**config.mk**
```make
export PLATFORM = sky130hd
export DESIGN_NAME = lehmer_random_ranged_flat
export DESIGN_NICKNAME = d
export VERILOG_FILES = /design/src/hw/rtl/lrr_pkg.sv /design/src/hw/rtl/lrr_in_if.sv /design/src/hw/rtl/lrr_out_if.sv /design/src/hw/rtl/lehmer_random_ranged.sv /design/src/hw/rtl/lrr_front.sv /design/src/hw/rtl/lrr_queue.sv /design/src/hw/rtl/lrr_rem_unit.sv /design/src/hw/rtl/lrr_back.sv /design/src/flat_wrapper.sv
export SDC_FILE = /design/constraint.sdc
export NUM_CORES = 1
export LEC_CHECK = 0
export BUFFER_PORTS_ARGS = -buffer_cell sky130_fd_sc_hd__buf_4
export CAP_MARGIN = 20
export CORE_MARGIN = 3
export CORE_UTILIZATION = 23
export CTS_CLUSTER_SIZE = 8
export DETAILED_ROUTE_END_ITERATION = 16
export PLACE_DENSITY = 0.39
export SLEW_MARGIN = 10
export SYNTH_ARGS = -nofsm -noshare
export SYNTH_HDL_FRONTEND = slang
export SYNTH_SLANG_ARGS = --single-unit
```
**constraint.sdc**
```tcl
create_clock -name clk -period 7.9 [get_ports clk]
set_clock_uncertainty 0.2 [all_clocks]
set_input_delay 1.185 -clock clk [delete_from_list [all_inputs] [get_ports clk]]
set_output_delay 1.185 -clock clk [all_outputs]
set_load 0.05 [all_outputs]
```
**src/hw/rtl/lrr_pkg.sv**
```systemverilog
// Shared types and constants for the ranged Lehmer generator.
`default_nettype none

package lrr_pkg;

  localparam int unsigned WORD_W = 32;

  // Park-Miller multiplier, fits in 15 bits
  localparam logic [14:0] LCG_MULT = 15'd16807;

  // State after reset, same as after seeding with zero
  localparam logic [WORD_W-1:0] GEN_RESET = 32'd1;

  // Command codes; HOLD leaves the state untouched and reports it
  typedef enum logic [1:0] {
    CMD_RESEED = 2'd0,
    CMD_DRAW   = 2'd1,
    CMD_RANGED = 2'd2,
    CMD_HOLD   = 2'd3
  } lrr_cmd_t;

  // One job passed from the front to the back
  typedef struct packed {
    lrr_cmd_t          cmd;
    logic [WORD_W-1:0] raw;
    logic [WORD_W-1:0] low;
    logic [WORD_W-1:0] span;
  } lrr_job_t;

endpackage

`default_nettype wire

```
**src/hw/rtl/lrr_in_if.sv**
```systemverilog
// Command channel: valid/ready handshake with the command payload.
`default_nettype none

interface lrr_in_if;
  import lrr_pkg::*;

  logic               valid;
  logic               ready;
  logic [1:0]         cmd;
  logic [WORD_W-1:0]  seed_value;
  logic signed [WORD_W-1:0] range_low;
  logic signed [WORD_W-1:0] range_high;

  modport source (
    output valid, cmd, seed_value, range_low, range_high,
    input  ready
  );

  modport sink (
    input  valid, cmd, seed_value, range_low, range_high,
    output ready
  );

endinterface

`default_nettype wire

```
**src/hw/rtl/lrr_out_if.sv**
```systemverilog
// Result channel: valid/ready handshake with the result payload.
`default_nettype none

interface lrr_out_if;
  import lrr_pkg::*;

  logic                     valid;
  logic                     ready;
  logic [WORD_W-1:0]        raw_value;
  logic signed [WORD_W-1:0] ranged_value;
  logic                     range_error;

  modport source (
    output valid, raw_value, ranged_value, range_error,
    input  ready
  );

  modport sink (
    input  valid, raw_value, ranged_value, range_error,
    output ready
  );

endinterface

`default_nettype wire

```
**src/hw/rtl/lehmer_random_ranged.sv**
```systemverilog
// Top level of the ranged Lehmer random generator.
`default_nettype none

// Park-Miller generator (multiplier 16807, modulus 2^31-1) with reseed, raw
// draw and ranged draw commands, one result per command. The front end
// accepts a command whenever it is idle and keeps in_chan.ready low until the
// job is in the queue: a reseed or the unused code goes straight to the push
// state, while a draw or ranged draw first passes the split multiply (F_MUL)
// and the fold (F_SUM). The back end pops a reseed, plain draw or unused code
// and then loads the result register; a ranged draw with nonzero span is
// popped and started, runs 32 steps of the radix-2 remainder unit that retires
// one bit per cycle, takes the remainder and is then loaded; the result can
// transfer from the cycle after the load. A job queue of QUEUE_DEPTH entries
// between the two lets raw draws and reseeds keep coming in while a ranged
// draw is still being reduced, and the result register lets the next job
// run while a result waits.
module lehmer_random_ranged #(
  parameter int unsigned QUEUE_DEPTH = 2
) (
  input  wire          clk,
  input  wire          rst_n,
  lrr_in_if.sink       in_chan,
  lrr_out_if.source    out_chan
);
  import lrr_pkg::*;

  logic     q_push;
  lrr_job_t q_push_data;
  logic     q_full;
  logic     q_pop;
  lrr_job_t q_pop_data;
  logic     q_empty;

  lrr_front u_front (
    .clk       (clk),
    .rst_n     (rst_n),
    .in_chan   (in_chan),
    .push      (q_push),
    .push_data (q_push_data),
    .q_full    (q_full)
  );

  lrr_queue #(
    .DEPTH (QUEUE_DEPTH)
  ) u_queue (
    .clk       (clk),
    .rst_n     (rst_n),
    .push      (q_push),
    .push_data (q_push_data),
    .full      (q_full),
    .pop       (q_pop),
    .pop_data  (q_pop_data),
    .empty     (q_empty)
  );

  lrr_back u_back (
    .clk      (clk),
    .rst_n    (rst_n),
    .q_empty  (q_empty),
    .q_data   (q_pop_data),
    .pop      (q_pop),
    .out_chan (out_chan)
  );

endmodule

`default_nettype wire

```
**src/hw/rtl/lrr_front.sv**
```systemverilog
// Front end: takes commands, updates the generator word, queues jobs.
`default_nettype none

module lrr_front (
  input  wire                  clk,
  input  wire                  rst_n,
  lrr_in_if.sink               in_chan,
  output logic                 push,
  output lrr_pkg::lrr_job_t    push_data,
  input  wire                  q_full
);
  import lrr_pkg::*;

  typedef enum logic [1:0] {
    F_IDLE,
    F_MUL,
    F_SUM,
    F_PUSH
  } fstate_t;

  fstate_t           state_r;
  lrr_cmd_t          cmd_r;
  logic [WORD_W-1:0] gen_r;
  logic [WORD_W-1:0] low_r;
  logic [WORD_W-1:0] span_r;
  logic [30:0]       prod_lo_r;
  logic [30:0]       prod_hi_r;

  logic              in_xfer;
  lrr_cmd_t          in_cmd;
  logic [WORD_W-1:0] span_nxt;
  logic [WORD_W-1:0] seed_nxt;
  logic [30:0]       prod_lo_nxt;
  logic [30:0]       prod_hi_nxt;
  logic [WORD_W-1:0] fold_sum;
  logic [WORD_W-1:0] gen_nxt;

  assign in_chan.ready = (state_r == F_IDLE);
  assign in_xfer       = in_chan.valid && in_chan.ready;
  assign in_cmd        = lrr_cmd_t'(in_chan.cmd);

  // Wrapped span, read as unsigned
  assign span_nxt = WORD_W'(in_chan.range_high) - WORD_W'(in_chan.range_low);

  // Reseed: all ones maps to the reset word, else seed plus one
  assign seed_nxt = (in_chan.seed_value == '1) ? GEN_RESET
                                               : in_chan.seed_value + 32'd1;

  // Split multiply of both halves by the constant multiplier
  assign prod_lo_nxt = {15'h0, gen_r[15:0]} * {16'h0, LCG_MULT};
  assign prod_hi_nxt = {15'h0, gen_r[31:16]} * {16'h0, LCG_MULT};

  // Fold the high product back in and reduce modulo 2^31-1
  assign fold_sum = {1'b0, prod_lo_r}
                  + {1'b0, prod_hi_r[14:0], 16'h0}
                  + {16'h0, prod_hi_r[30:15]};
  assign gen_nxt  = {1'b0, fold_sum[30:0]} + {31'h0, fold_sum[31]};

  // Hand the finished job to the queue
  assign push           = (state_r == F_PUSH) && !q_full;
  assign push_data.cmd  = cmd_r;
  assign push_data.raw  = gen_r;
  assign push_data.low  = low_r;
  assign push_data.span = span_r;

  // Sequence one command through push, with multiply and fold first for draws
  always_ff @(posedge clk) begin
    if (!rst_n) begin
      state_r <= F_IDLE;
      gen_r   <= GEN_RESET;
    end else begin
      case (state_r)
        F_IDLE: begin
          if (in_xfer) begin
            cmd_r  <= in_cmd;
            low_r  <= WORD_W'(in_chan.range_low);
            span_r <= span_nxt;
            case (in_cmd)
              CMD_RESEED: begin
                gen_r   <= seed_nxt;
                state_r <= F_PUSH;
              end
              CMD_DRAW, CMD_RANGED: begin
                state_r <= F_MUL;
              end
              default: begin
                state_r <= F_PUSH;
              end
            endcase
          end
        end
        F_MUL: begin
          prod_lo_r <= prod_lo_nxt;
          prod_hi_r <= prod_hi_nxt;
          state_r   <= F_SUM;
        end
        F_SUM: begin
          gen_r   <= gen_nxt;
          state_r <= F_PUSH;
        end
        F_PUSH: begin
          if (!q_full) begin
            state_r <= F_IDLE;
          end
        end
        default: begin
          state_r <= F_IDLE;
        end
      endcase
    end
  end

`ifndef SYNTHESIS
  a_busy_after_xfer: assert property (@(posedge clk) disable iff (!rst_n)
    in_xfer |=> !in_chan.ready)
    else $error("front took a second command while still busy");

  a_reseed_ones: assert property (@(posedge clk) disable iff (!rst_n)
    (in_xfer && (in_cmd == CMD_RESEED) && (in_chan.seed_value == '1))
      |=> (gen_r == GEN_RESET))
    else $error("all-ones reseed did not load the reset word");
`endif

endmodule

`default_nettype wire

```
**src/hw/rtl/lrr_queue.sv**
```systemverilog
// Small job queue between the front and the back.
`default_nettype none

module lrr_queue #(
  parameter int unsigned DEPTH = 2
) (
  input  wire                  clk,
  input  wire                  rst_n,
  input  wire                  push,
  input  lrr_pkg::lrr_job_t    push_data,
  output logic                 full,
  input  wire                  pop,
  output lrr_pkg::lrr_job_t    pop_data,
  output logic                 empty
);
  import lrr_pkg::*;

  localparam int unsigned PTR_W = $clog2(DEPTH);
  localparam int unsigned CNT_W = $clog2(DEPTH + 1);

  lrr_job_t          slot_r [DEPTH];
  logic [PTR_W-1:0]  wr_ptr_r;
  logic [PTR_W-1:0]  rd_ptr_r;
  logic [CNT_W-1:0]  count_r;

  logic [PTR_W-1:0]  wr_ptr_nxt;
  logic [PTR_W-1:0]  rd_ptr_nxt;

  assign full     = (count_r == CNT_W'(DEPTH));
  assign empty    = (count_r == '0);
  assign pop_data = slot_r[rd_ptr_r];

  assign wr_ptr_nxt = (wr_ptr_r == PTR_W'(DEPTH - 1)) ? '0 : wr_ptr_r + PTR_W'(1);
  assign rd_ptr_nxt = (rd_ptr_r == PTR_W'(DEPTH - 1)) ? '0 : rd_ptr_r + PTR_W'(1);

  // Store an entry on push
  always_ff @(posedge clk) begin
    if (push) begin
      slot_r[wr_ptr_r] <= push_data;
    end
  end

  // Advance pointers and track fill level
  always_ff @(posedge clk) begin
    if (!rst_n) begin
      wr_ptr_r <= '0;
      rd_ptr_r <= '0;
      count_r  <= '0;
    end else begin
      if (push) begin
        wr_ptr_r <= wr_ptr_nxt;
      end
      if (pop) begin
        rd_ptr_r <= rd_ptr_nxt;
      end
      if (push && !pop) begin
        count_r <= count_r + CNT_W'(1);
      end else if (pop && !push) begin
        count_r <= count_r - CNT_W'(1);
      end
    end
  end

`ifndef SYNTHESIS
  a_fill_bound: assert property (@(posedge clk) disable iff (!rst_n)
    (count_r <= CNT_W'(DEPTH)) && !(push && full) && !(pop && empty))
    else $error("queue overflow or underflow");
`endif

endmodule

`default_nettype wire

```
**src/hw/rtl/lrr_rem_unit.sv**
```systemverilog
// Radix-2 restoring remainder unit, one quotient bit per cycle.
`default_nettype none

module lrr_rem_unit (
  input  wire                           clk,
  input  wire                           rst_n,
  input  wire                           start,
  input  wire  [lrr_pkg::WORD_W-1:0]    dividend,
  input  wire  [lrr_pkg::WORD_W-1:0]    divisor,
  output logic                          done,
  output logic [lrr_pkg::WORD_W-1:0]    remainder
);
  import lrr_pkg::*;

  localparam int unsigned STEP_W = $clog2(WORD_W);

  logic              busy_r;
  logic              done_r;
  logic [STEP_W-1:0] step_r;
  logic [WORD_W-1:0] rem_r;
  logic [WORD_W-1:0] dvd_r;
  logic [WORD_W-1:0] dsr_r;

  logic [WORD_W:0]   shifted;
  logic [WORD_W:0]   diff;
  logic              fits;
  logic [WORD_W-1:0] rem_nxt;

  // Bring in the next dividend bit and try a subtract
  assign shifted = {rem_r, dvd_r[WORD_W-1]};
  assign diff    = shifted - {1'b0, dsr_r};
  assign fits    = (shifted >= {1'b0, dsr_r});
  assign rem_nxt = fits ? diff[WORD_W-1:0] : shifted[WORD_W-1:0];

  assign done      = done_r;
  assign remainder = rem_r;

  always_ff @(posedge clk) begin
    if (!rst_n) begin
      busy_r <= 1'b0;
      done_r <= 1'b0;
    end else begin
      done_r <= 1'b0;
      if (start) begin
        busy_r <= 1'b1;
        step_r <= '0;
        rem_r  <= '0;
        dvd_r  <= dividend;
        dsr_r  <= divisor;
      end else if (busy_r) begin
        rem_r  <= rem_nxt;
        dvd_r  <= {dvd_r[WORD_W-2:0], 1'b0};
        step_r <= step_r + STEP_W'(1);
        if (step_r == STEP_W'(WORD_W - 1)) begin
          busy_r <= 1'b0;
          done_r <= 1'b1;
        end
      end
    end
  end

endmodule

`default_nettype wire

```
**src/hw/rtl/lrr_back.sv**
```systemverilog
// Back end: pops jobs, reduces ranged draws, holds the result register.
`default_nettype none

module lrr_back (
  input  wire                  clk,
  input  wire                  rst_n,
  input  wire                  q_empty,
  input  lrr_pkg::lrr_job_t    q_data,
  output logic                 pop,
  lrr_out_if.source            out_chan
);
  import lrr_pkg::*;

  typedef enum logic [1:0] {
    B_IDLE,
    B_DIV,
    B_DONE
  } bstate_t;

  bstate_t           state_r;
  lrr_job_t          job_r;
  logic [WORD_W-1:0] res_ranged_r;
  logic              res_err_r;
  logic              out_valid_r;
  logic [WORD_W-1:0] out_raw_r;
  logic [WORD_W-1:0] out_ranged_r;
  logic              out_err_r;

  logic              is_ranged;
  logic              span_zero;
  logic              div_start;
  logic              div_done;
  logic [WORD_W-1:0] div_rem;
  logic              out_free;
  logic              out_load;

  assign is_ranged = (q_data.cmd == CMD_RANGED);
  assign span_zero = (q_data.span == '0);
  assign pop       = (state_r == B_IDLE) && !q_empty;
  assign div_start = pop && is_ranged && !span_zero;
  assign out_free  = !out_valid_r || out_chan.ready;
  assign out_load  = (state_r == B_DONE) && out_free;

  lrr_rem_unit u_rem (
    .clk       (clk),
    .rst_n     (rst_n),
    .start     (div_start),
    .dividend  (q_data.raw),
    .divisor   (q_data.span),
    .done      (div_done),
    .remainder (div_rem)
  );

  assign out_chan.valid        = out_valid_r;
  assign out_chan.raw_value    = out_raw_r;
  assign out_chan.ranged_value = out_ranged_r;
  assign out_chan.range_error  = out_err_r;

  // Run each job and load the result register when it is free
  always_ff @(posedge clk) begin
    if (!rst_n) begin
      state_r     <= B_IDLE;
      out_valid_r <= 1'b0;
    end else begin
      // load a new result, or drop the old one once its transfer completes
      if (out_load) begin
        out_valid_r <= 1'b1;
      end else if (out_valid_r && out_chan.ready) begin
        out_valid_r <= 1'b0;
      end
      case (state_r)
        B_IDLE: begin
          if (pop) begin
            job_r <= q_data;
            if (div_start) begin
              state_r <= B_DIV;
            end else begin
              res_ranged_r <= is_ranged ? q_data.low : '0;
              res_err_r    <= is_ranged && span_zero;
              state_r      <= B_DONE;
            end
          end
        end
        B_DIV: begin
          if (div_done) begin
            res_ranged_r <= div_rem + job_r.low;
            res_err_r    <= 1'b0;
            state_r      <= B_DONE;
          end
        end
        B_DONE: begin
          if (out_free) begin
            out_raw_r    <= job_r.raw;
            out_ranged_r <= res_ranged_r;
            out_err_r    <= res_err_r;
            state_r      <= B_IDLE;
          end
        end
        default: begin
          state_r <= B_IDLE;
        end
      endcase
    end
  end

`ifndef SYNTHESIS
  a_done_in_div: assert property (@(posedge clk) disable iff (!rst_n)
    div_done |-> (state_r == B_DIV))
    else $error("remainder finished outside of a ranged draw");

  a_err_needs_ranged: assert property (@(posedge clk) disable iff (!rst_n)
    (state_r == B_DONE && res_err_r) |-> (job_r.cmd == CMD_RANGED && job_r.span == '0))
    else $error("range error flagged for a job without zero span");
`endif

endmodule

`default_nettype wire

```
**src/flat_wrapper.sv**
```systemverilog
// flat-port wrapper written by rule: the top's interface ports become plain ports
module lehmer_random_ranged_flat import lrr_pkg::*;
#(
  parameter int unsigned QUEUE_DEPTH = 2
)
  (clk, rst_n, in_chan_valid, in_chan_cmd, in_chan_seed_value, in_chan_range_low, in_chan_range_high, in_chan_ready, out_chan_valid, out_chan_raw_value, out_chan_ranged_value, out_chan_range_error, out_chan_ready);
  lrr_in_if in_chan_i ();
  lrr_out_if out_chan_i ();
  input  wire clk;
  input  wire rst_n;
  input wire logic [$bits(in_chan_i.valid)-1:0] in_chan_valid;
  input wire logic [$bits(in_chan_i.cmd)-1:0] in_chan_cmd;
  input wire logic [$bits(in_chan_i.seed_value)-1:0] in_chan_seed_value;
  input wire logic [$bits(in_chan_i.range_low)-1:0] in_chan_range_low;
  input wire logic [$bits(in_chan_i.range_high)-1:0] in_chan_range_high;
  output wire logic [$bits(in_chan_i.ready)-1:0] in_chan_ready;
  output wire logic [$bits(out_chan_i.valid)-1:0] out_chan_valid;
  output wire logic [$bits(out_chan_i.raw_value)-1:0] out_chan_raw_value;
  output wire logic [$bits(out_chan_i.ranged_value)-1:0] out_chan_ranged_value;
  output wire logic [$bits(out_chan_i.range_error)-1:0] out_chan_range_error;
  input wire logic [$bits(out_chan_i.ready)-1:0] out_chan_ready;
  assign in_chan_i.valid = in_chan_valid;
  assign in_chan_i.cmd = in_chan_cmd;
  assign in_chan_i.seed_value = in_chan_seed_value;
  assign in_chan_i.range_low = in_chan_range_low;
  assign in_chan_i.range_high = in_chan_range_high;
  assign in_chan_ready = in_chan_i.ready;
  assign out_chan_valid = out_chan_i.valid;
  assign out_chan_raw_value = out_chan_i.raw_value;
  assign out_chan_ranged_value = out_chan_i.ranged_value;
  assign out_chan_range_error = out_chan_i.range_error;
  assign out_chan_i.ready = out_chan_ready;
  lehmer_random_ranged #(.QUEUE_DEPTH(QUEUE_DEPTH)) u_core (.clk(clk), .rst_n(rst_n), .in_chan(in_chan_i), .out_chan(out_chan_i));
endmodule
```
== Word-level counts from Yosys, hierarchy flattened ==
Memory sizes are Yosys's and may differ from the RTL's. A register that Yosys moved wholly into a read port is not among the register bits.
Cells that the tools add are included.

* Memory bits (writable): 196
* Logic and storage cells: 141
* Input port bits: 102
* Memories kept: 1
* Register bits: 434
* Output and inout bits: 67

* Equality and inequality tests: 18
* Bitwise logic cells: 2
* Reduce and logical (&&, ||, !) cells: 39
* Order comparisons: 1
* $mul: 2
* Add/sub/neg operators: 12
* Multiplexer cells: 41

{| class="wikitable"
|+ Memory list
! name !! depth !! width !! read ports !! clocked after Yosys merged registers in !! write ports !! line !! RTL
|-
| u_core.u_queue.slot_r || 2 || 98 || 1 || 1 || 1 || lrr_queue.sv:21 || <nowiki>lrr_job_t slot_r [DEPTH];</nowiki>
|}

{| class="wikitable"
|+ Operator list
! cell !! number
|-
| 32-bit 2-to-1 mux || 11
|-
| 32-bit case mux with 2 select lines || 2
|-
| 32-bit subtractor || 2
|-
| 16-bit by 15-bit multiplier with 31-bit output, second input constant || 2
|-
| 33-bit by 32-bit >= comparator with 1-bit output || 1
|-
| 31-bit by 1-bit adder with 32-bit output || 1
|-
| 31-bit by 31-bit adder with 32-bit output || 1
|-
| 32-bit by 1-bit adder with 32-bit output, second input constant || 1
|-
| 32-bit by 16-bit adder with 32-bit output || 1
|-
| 32-bit adder || 1
|-
| 32-bit equality test, second input constant || 1
|-
| 32-bit logical NOT || 1
|-
| 2-bit 2-to-1 mux || 9
|-
| 1-bit 2-to-1 mux || 15
|-
| 3-bit AND reduction || 5
|-
| 2-bit equality test, second input constant || 6
|-
| 1-bit logical AND || 10
|-
| 2-bit nonzero test || 5
|-
| 2-bit logical NOT || 4
|-
| 2-bit != test, second input constant || 4
|-
| 2-bit case mux with 4 select lines || 1
|-
| 2-bit AND reduction || 4
|-
| 2-bit by 1-bit equality test with 1-bit output, second input constant || 3
|-
| 1-bit logical NOT || 6
|-
| 14 further kinds || 18
|}

== Logic depth before layout (Yosys ltp) ==
* Depth after elaboration: 8
* Mapped depth: 24
* Gate-level depth less buffers: 24

== Modules after synthesis ==
Synthesis repeated with hierarchy kept, for this count alone.

* Cells, all modules: 3087
* Area, all modules: 37836.3 um^2

{| class="wikitable"
|+ Modules (own cells, without submodules)
! module !! sequential area each (um^2) !! times used !! area an instance (um^2) !! cells each
|-
| lrr_front || 4524.3 || 1 || 17381.7 || 1752
|-
| lrr_queue || 5985.7 || 1 || 7360.8 || 327
|-
| lrr_back || 4924.7 || 1 || 7239.4 || 525
|-
| lrr_rem_unit || 3072.9 || 1 || 5854.4 || 483
|}

== Least setup slack after synthesis ==
No wires, ideal clock.

* Path type: register to register
* From: register u_core.u_front.gen_r[26]
* To: register u_core.u_front.prod_hi_r[28] (data pin)
* Arrival: 5.613 ns
* Stages on the path, launching flop included: 25
* Buffers on the path: 0
* Required time: 7.435 ns
* Slack: 1.822 ns
* Clock period less this slack: 6.078 ns
* Library setup time: 0.265 ns
* Cell sequence: dfxtp_1 inv_1 fa_1 inv_1 ha_1 inv_1 fa_1 inv_1 ha_1 fa_1 inv_1 fa_1 inv_1 ha_1 a21o_1 a21o_1 a21o_1 a21oi_1 o21a_1 a21oi_1 o21a_1 o21a_1 o41a_1 a211oi_1 xnor2_1

* Cells in the longest elaborated chain, start to end: 1

{| class="wikitable"
|+ Ends and longest elaborated chain
! what !! line !! RTL
|-
| from (decl) || lrr_front.sv:23 || <nowiki>logic [WORD_W-1:0] gen_r;</nowiki>
|-
| from (signal assigned) || lrr_front.sv:80 || <nowiki>gen_r <= seed_nxt;</nowiki>
|-
| from (signal assigned) || lrr_front.sv:98 || <nowiki>gen_r <= gen_nxt;</nowiki>
|-
| 16-bit by 15-bit multiplier with 31-bit output || lrr_front.sv:51 || <nowiki>assign prod_hi_nxt = {15'h0, gen_r[31:16]} * {16'h0, LCG_MULT};</nowiki>
|-
| named net u_core.u_front.prod_hi_nxt[28] || lrr_front.sv:34 || <nowiki>logic [30:0] prod_hi_nxt;</nowiki>
|-
| to (signal assigned) || lrr_front.sv:94 || <nowiki>prod_hi_r <= prod_hi_nxt;</nowiki>
|-
| to (decl) || lrr_front.sv:27 || <nowiki>logic [30:0] prod_hi_r;</nowiki>
|}

The timed path passes the listed nets, and every way through them passes these cells.
A chain may end at the register's enable or synchronous reset.

== Worst setup path after layout ==
Ends and elaborated chain as after synthesis.

==> metrics.log <==
INFO  metric placementRows = 147
INFO  metric drv.max_cap_violation_count = 0
INFO  metric max_slew.worst_pin.slew = 973 ps
INFO  metric fin_setup_tns = 0 ps
INFO  metric worstSetupPathDepth = 24
INFO  metric dpl.hpwl = 80.0 mm
INFO  metric r2r_depth = 24
INFO  metric fin_crit_sh = 0.855
INFO  metric grt_antenna_before_repair = 4
INFO  metric via_per_inst = 4.32
INFO  metric yosys_warnings = 0
INFO  metric ant_nets = 0
INFO  metric tritoncts = yes
INFO  metric synthArstFlopShare = 0
INFO  metric maxSlewHeadroom = 0.351
INFO  metric p_total = 19.3 mW
INFO  metric cp_slowest_stage_delay = 580 ps
INFO  metric postSynthRegisterBits = 631
INFO  metric clock-sinks = 631
INFO  metric synth_flop_cell = sky130_fd_sc_hd__edfxtp_1
INFO  metric die-width = 408 µm
INFO  metric postCtsSetupRepairBufs = 0
INFO  metric design.core.area = 0.161 mm²
INFO  metric crit_top_cell = sky130_fd_sc_hd__inv_1
INFO  metric nets_finish = 3894
INFO  metric p_per_cell_area = 438 mW/mm²
INFO  metric final_core_utilization = 0.275
INFO  metric cts-root-buf = sky130_fd_sc_hd__clkbuf_16
INFO  metric floorplan.initialDensity = 0.232
INFO  metric timing_max_transition_violations_final = 0
INFO  metric top_post_synthesis_cells_by_area = sky130_fd_sc_hd__edfxtp_1 47%, sky130_fd_sc_hd__ha_1 12%, sky130_fd_sc_hd__fa_1 6.5%
INFO  metric drt_pass1_iterations = 5
INFO  metric syn_inst = 3068
INFO  metric timing.critical_path.fanout_max = 7
INFO  metric timing.critical_path.slowest_stage_cell = sky130_fd_sc_hd__fa_1
INFO  metric finalSetupViolations = 0
INFO  metric nature_of_the_critical_path_startpoint = register
INFO  metric grt_setup_unrepaired = no
INFO  metric cts-buffers-inserted = 93
INFO  metric timing.critical_path.max_delay_family = adder cells
INFO  metric grt_util_all_layers = 0.127
INFO  metric post_synth_edffs = 587
INFO  metric worst_skew_pair.late_latency = 710 ps
INFO  metric timing.final.ws_setup = 1150 ps
INFO  metric synth_area = 0.0372 mm²
INFO  metric clk_path_buf_depth = 3
INFO  metric dpl-instance-area = 0.0414 mm²
INFO  metric die_h = 408 µm
INFO  metric syn_avg_cell_area = 12.1 µm²
INFO  metric cellLeakagePower = 17.8 nW
INFO  metric synthDistinctLibCells = 79
INFO  metric final_design_area_no_fill = 0.0441 mm²
INFO  metric dpl.cell_count = 5377
INFO  metric die-area = 0.167 mm²
INFO  metric remaining_drc_errors = 0
INFO  metric io_pins = 169
INFO  metric drt_first_iter_violations = 1281
INFO  metric required_time_of_the_critical_path = 8100 ps
INFO  metric place.port_buffers = 168
INFO  metric placer_congestion = 0.798
INFO  metric grt-ovfl-total = 0
INFO  metric max_clock_freq = 0.148 GHz
INFO  metric drt_wl_total = 107 mm
INFO  metric setup.worst_path.class = register to register
INFO  metric cp_cell_sequence = inv_1 -> fa_1 -> inv_1 -> ha_1 -> inv_1 -> fa_1 -> inv_1 -> ha_1 -> fa_1 -> inv_1 -> fa_1 -> inv_1 -> ha_1 -> a21o_1 -> a21o_1 -> a21o_1 -> a21oi_1 -> o21a_1 -> a21oi_1 -> o21a_1 -> o21a_1 -> o41a_1 -> a211oi_1 -> xnor2_1
INFO  metric h-tree-depth = 3
INFO  metric seq_area_frac_synth = 0.497
INFO  metric synth_fp_nets = 3650
INFO  metric routed_length_per_placed_instance = 19.4 µm
INFO  metric postCtsResizedCells = 0
INFO  metric vias = 23900
INFO  metric via_count_of_the_first_global_routing_pass = 24700
INFO  metric syn_to_final_growth = 18.5%
INFO  metric dp_slack = 1230 ps
INFO  metric outcome = complete, no violations
INFO  metric instances_no_fill = 5526
INFO  metric critical_path_buf_inv_count = 6
INFO  metric global_route_wire_length_before_repair = 160 mm
INFO  metric hold_depth = 0
INFO  metric power.ir.vdd_worst = 0.206 mV
INFO  metric worstHoldPathType = register to register
INFO  metric worst_ep_arrival_time = 6950 ps
INFO  metric fin_worst_hold_slack = 169 ps
INFO  metric synth_top_area_cell = sky130_fd_sc_hd__edfxtp_1
INFO  metric cts_hold_buffers = 0
INFO  metric layout_cell_share_with_drive_strength_beyond_1 = 0.149
INFO  metric cts.clk_slew.worst_paths = 50 ps
INFO  metric final_hold_viol_count = 0
INFO  metric min_cycle_time_layout = 6750 ps
INFO  metric worstSetupEndpointType = register
INFO  metric largest_net_degree_at_the_start_of_global_routing = 63
INFO  metric fill_cells = 16700
INFO  metric netlist.area_leader.share = 0.473
## flip-flops by register name, summed over array words and instances, names as in the netlist, 5 cells and up, named ones only
register                             cells
u_core.u_front.prod_hi_r                31
u_core.u_back.out_chan.ranged_value     32
u_core.u_back.res_ranged_r              32
u_core.u_front.prod_lo_r                31
u_core.u_back.u_rem.step_r               5
u_core.u_back.u_rem.dvd_r               32
u_core.u_back.job_r                     64
u_core.u_back.out_chan.raw_value        32
u_core.u_back.u_rem.dsr_r               32
u_core.u_front.gen_r                    32
u_core.u_front.low_r                    32
u_core.u_queue.slot_r                  196
u_core.u_back.u_rem.remainder           32
u_core.u_front.span_r                   32
## routing by layer
metal	track usage	wire length (µm)
met1	0.173	51000
met2	0.209	50300
met5	0	0
met3	0.0215	3990
met4	0.0315	1870
## synthesized netlist by cell type, types with 13 or more instances
| cell | count |
|---|---|
| sky130_fd_sc_hd__fa_1 | 120 |
| sky130_fd_sc_hd__clkbuf_1 | 56 |
| sky130_fd_sc_hd__o211ai_1 | 16 |
| sky130_fd_sc_hd__and2_1 | 20 |
| sky130_fd_sc_hd__ha_1 | 360 |
| sky130_fd_sc_hd__edfxtp_1 | 587 |
| sky130_fd_sc_hd__inv_1 | 353 |
| sky130_fd_sc_hd__nor3_1 | 51 |
| sky130_fd_sc_hd__a21oi_1 | 161 |
| sky130_fd_sc_hd__mux2i_1 | 26 |
| sky130_fd_sc_hd__nand3_1 | 58 |
| sky130_fd_sc_hd__a31o_2 | 26 |
| sky130_fd_sc_hd__and3_1 | 25 |
| sky130_fd_sc_hd__xnor2_1 | 130 |
| sky130_fd_sc_hd__o21a_1 | 36 |
| sky130_fd_sc_hd__nand4_1 | 20 |
| sky130_fd_sc_hd__xor2_1 | 78 |
| sky130_fd_sc_hd__a21o_1 | 57 |
| sky130_fd_sc_hd__mux2_2 | 123 |
| sky130_fd_sc_hd__a211oi_1 | 35 |
| sky130_fd_sc_hd__nor4_1 | 16 |
| sky130_fd_sc_hd__a221oi_1 | 26 |
| sky130_fd_sc_hd__nor2b_1 | 26 |
| sky130_fd_sc_hd__or3_1 | 13 |
| sky130_fd_sc_hd__o21ai_0 | 94 |
| sky130_fd_sc_hd__a31oi_1 | 20 |
| sky130_fd_sc_hd__nand2_1 | 127 |
| sky130_fd_sc_hd__nand2b_1 | 20 |
| sky130_fd_sc_hd__dfxtp_1 | 44 |
| sky130_fd_sc_hd__o21bai_1 | 18 |
| sky130_fd_sc_hd__nor2_1 | 201 |
## final timing paths
path,startpoint,slack (ps),to
setup / recovery,u_core.u_front.gen_r[26],1150,u_core.u_front.prod_hi_r[28]
hold / removal,u_core.u_back.res_ranged_r[26],170,u_core.u_back.out_chan.ranged_value[26]
setup reg to reg,u_core.u_front.gen_r[26],1150,u_core.u_front.prod_hi_r[28]
hold reg to reg,u_core.u_back.res_ranged_r[26],170,u_core.u_back.out_chan.ranged_value[26]
## cell usage in the layout (no fill, tap or decap), drive strengths merged, types with 25 or more instances in the layout
| cell type | instances |
|---|---|
| a211oi | 37 |
| a21o | 57 |
| a21oi | 161 |
| a221oi | 27 |
| a31o | 26 |
| and3 | 25 |
| buf | 208 |
| clkbuf | 130 |
| dfxtp | 44 |
| edfxtp | 587 |
| fa | 120 |
| ha | 360 |
| inv | 353 |
| mux2 | 123 |
| mux2i | 26 |
| nand2 | 127 |
| nand3 | 58 |
| nor2 | 201 |
| nor2b | 26 |
| nor3 | 51 |
| o21a | 36 |
| o21ai | 100 |
| xnor2 | 130 |
| xor2 | 79 |
## kinds of logic after synthesis
group,after synthesis,share of synthesized area
XOR/XNOR,209,0.0494
AND/OR/NAND/NOR,607,0.0779
multiplexers,149,0.0442
AO/OA/AOI/OAI,580,0.105
adder cells (fa/ha/maj),480,0.185
flip-flops,631,0.497
buffers and inverters,412,0.0416
## layout make-up
cell class	count	area, µm²	area share
sequential	631	18500	0.420
multi-input combinational	2025	17300	0.391
antenna	2	5.00	0.000113
clock inverter	17	255	0.00578
inverter	353	1330	0.0300
tap	2160	2700	0.0612
clock buffer	130	2500	0.0566
timing repair buffer	208	1570	0.0357
## power breakdown
group | leakage, nW | switching (mW) | total, mW | internal, mW
combinational | 10.7 | 6.33 | 10.3 | 3.97
clock | 1.32 | 1.58 | 3.78 | 2.20
sequential | 5.73 | 0.453 | 5.26 | 4.80
(Power assumes the default switching activity.)
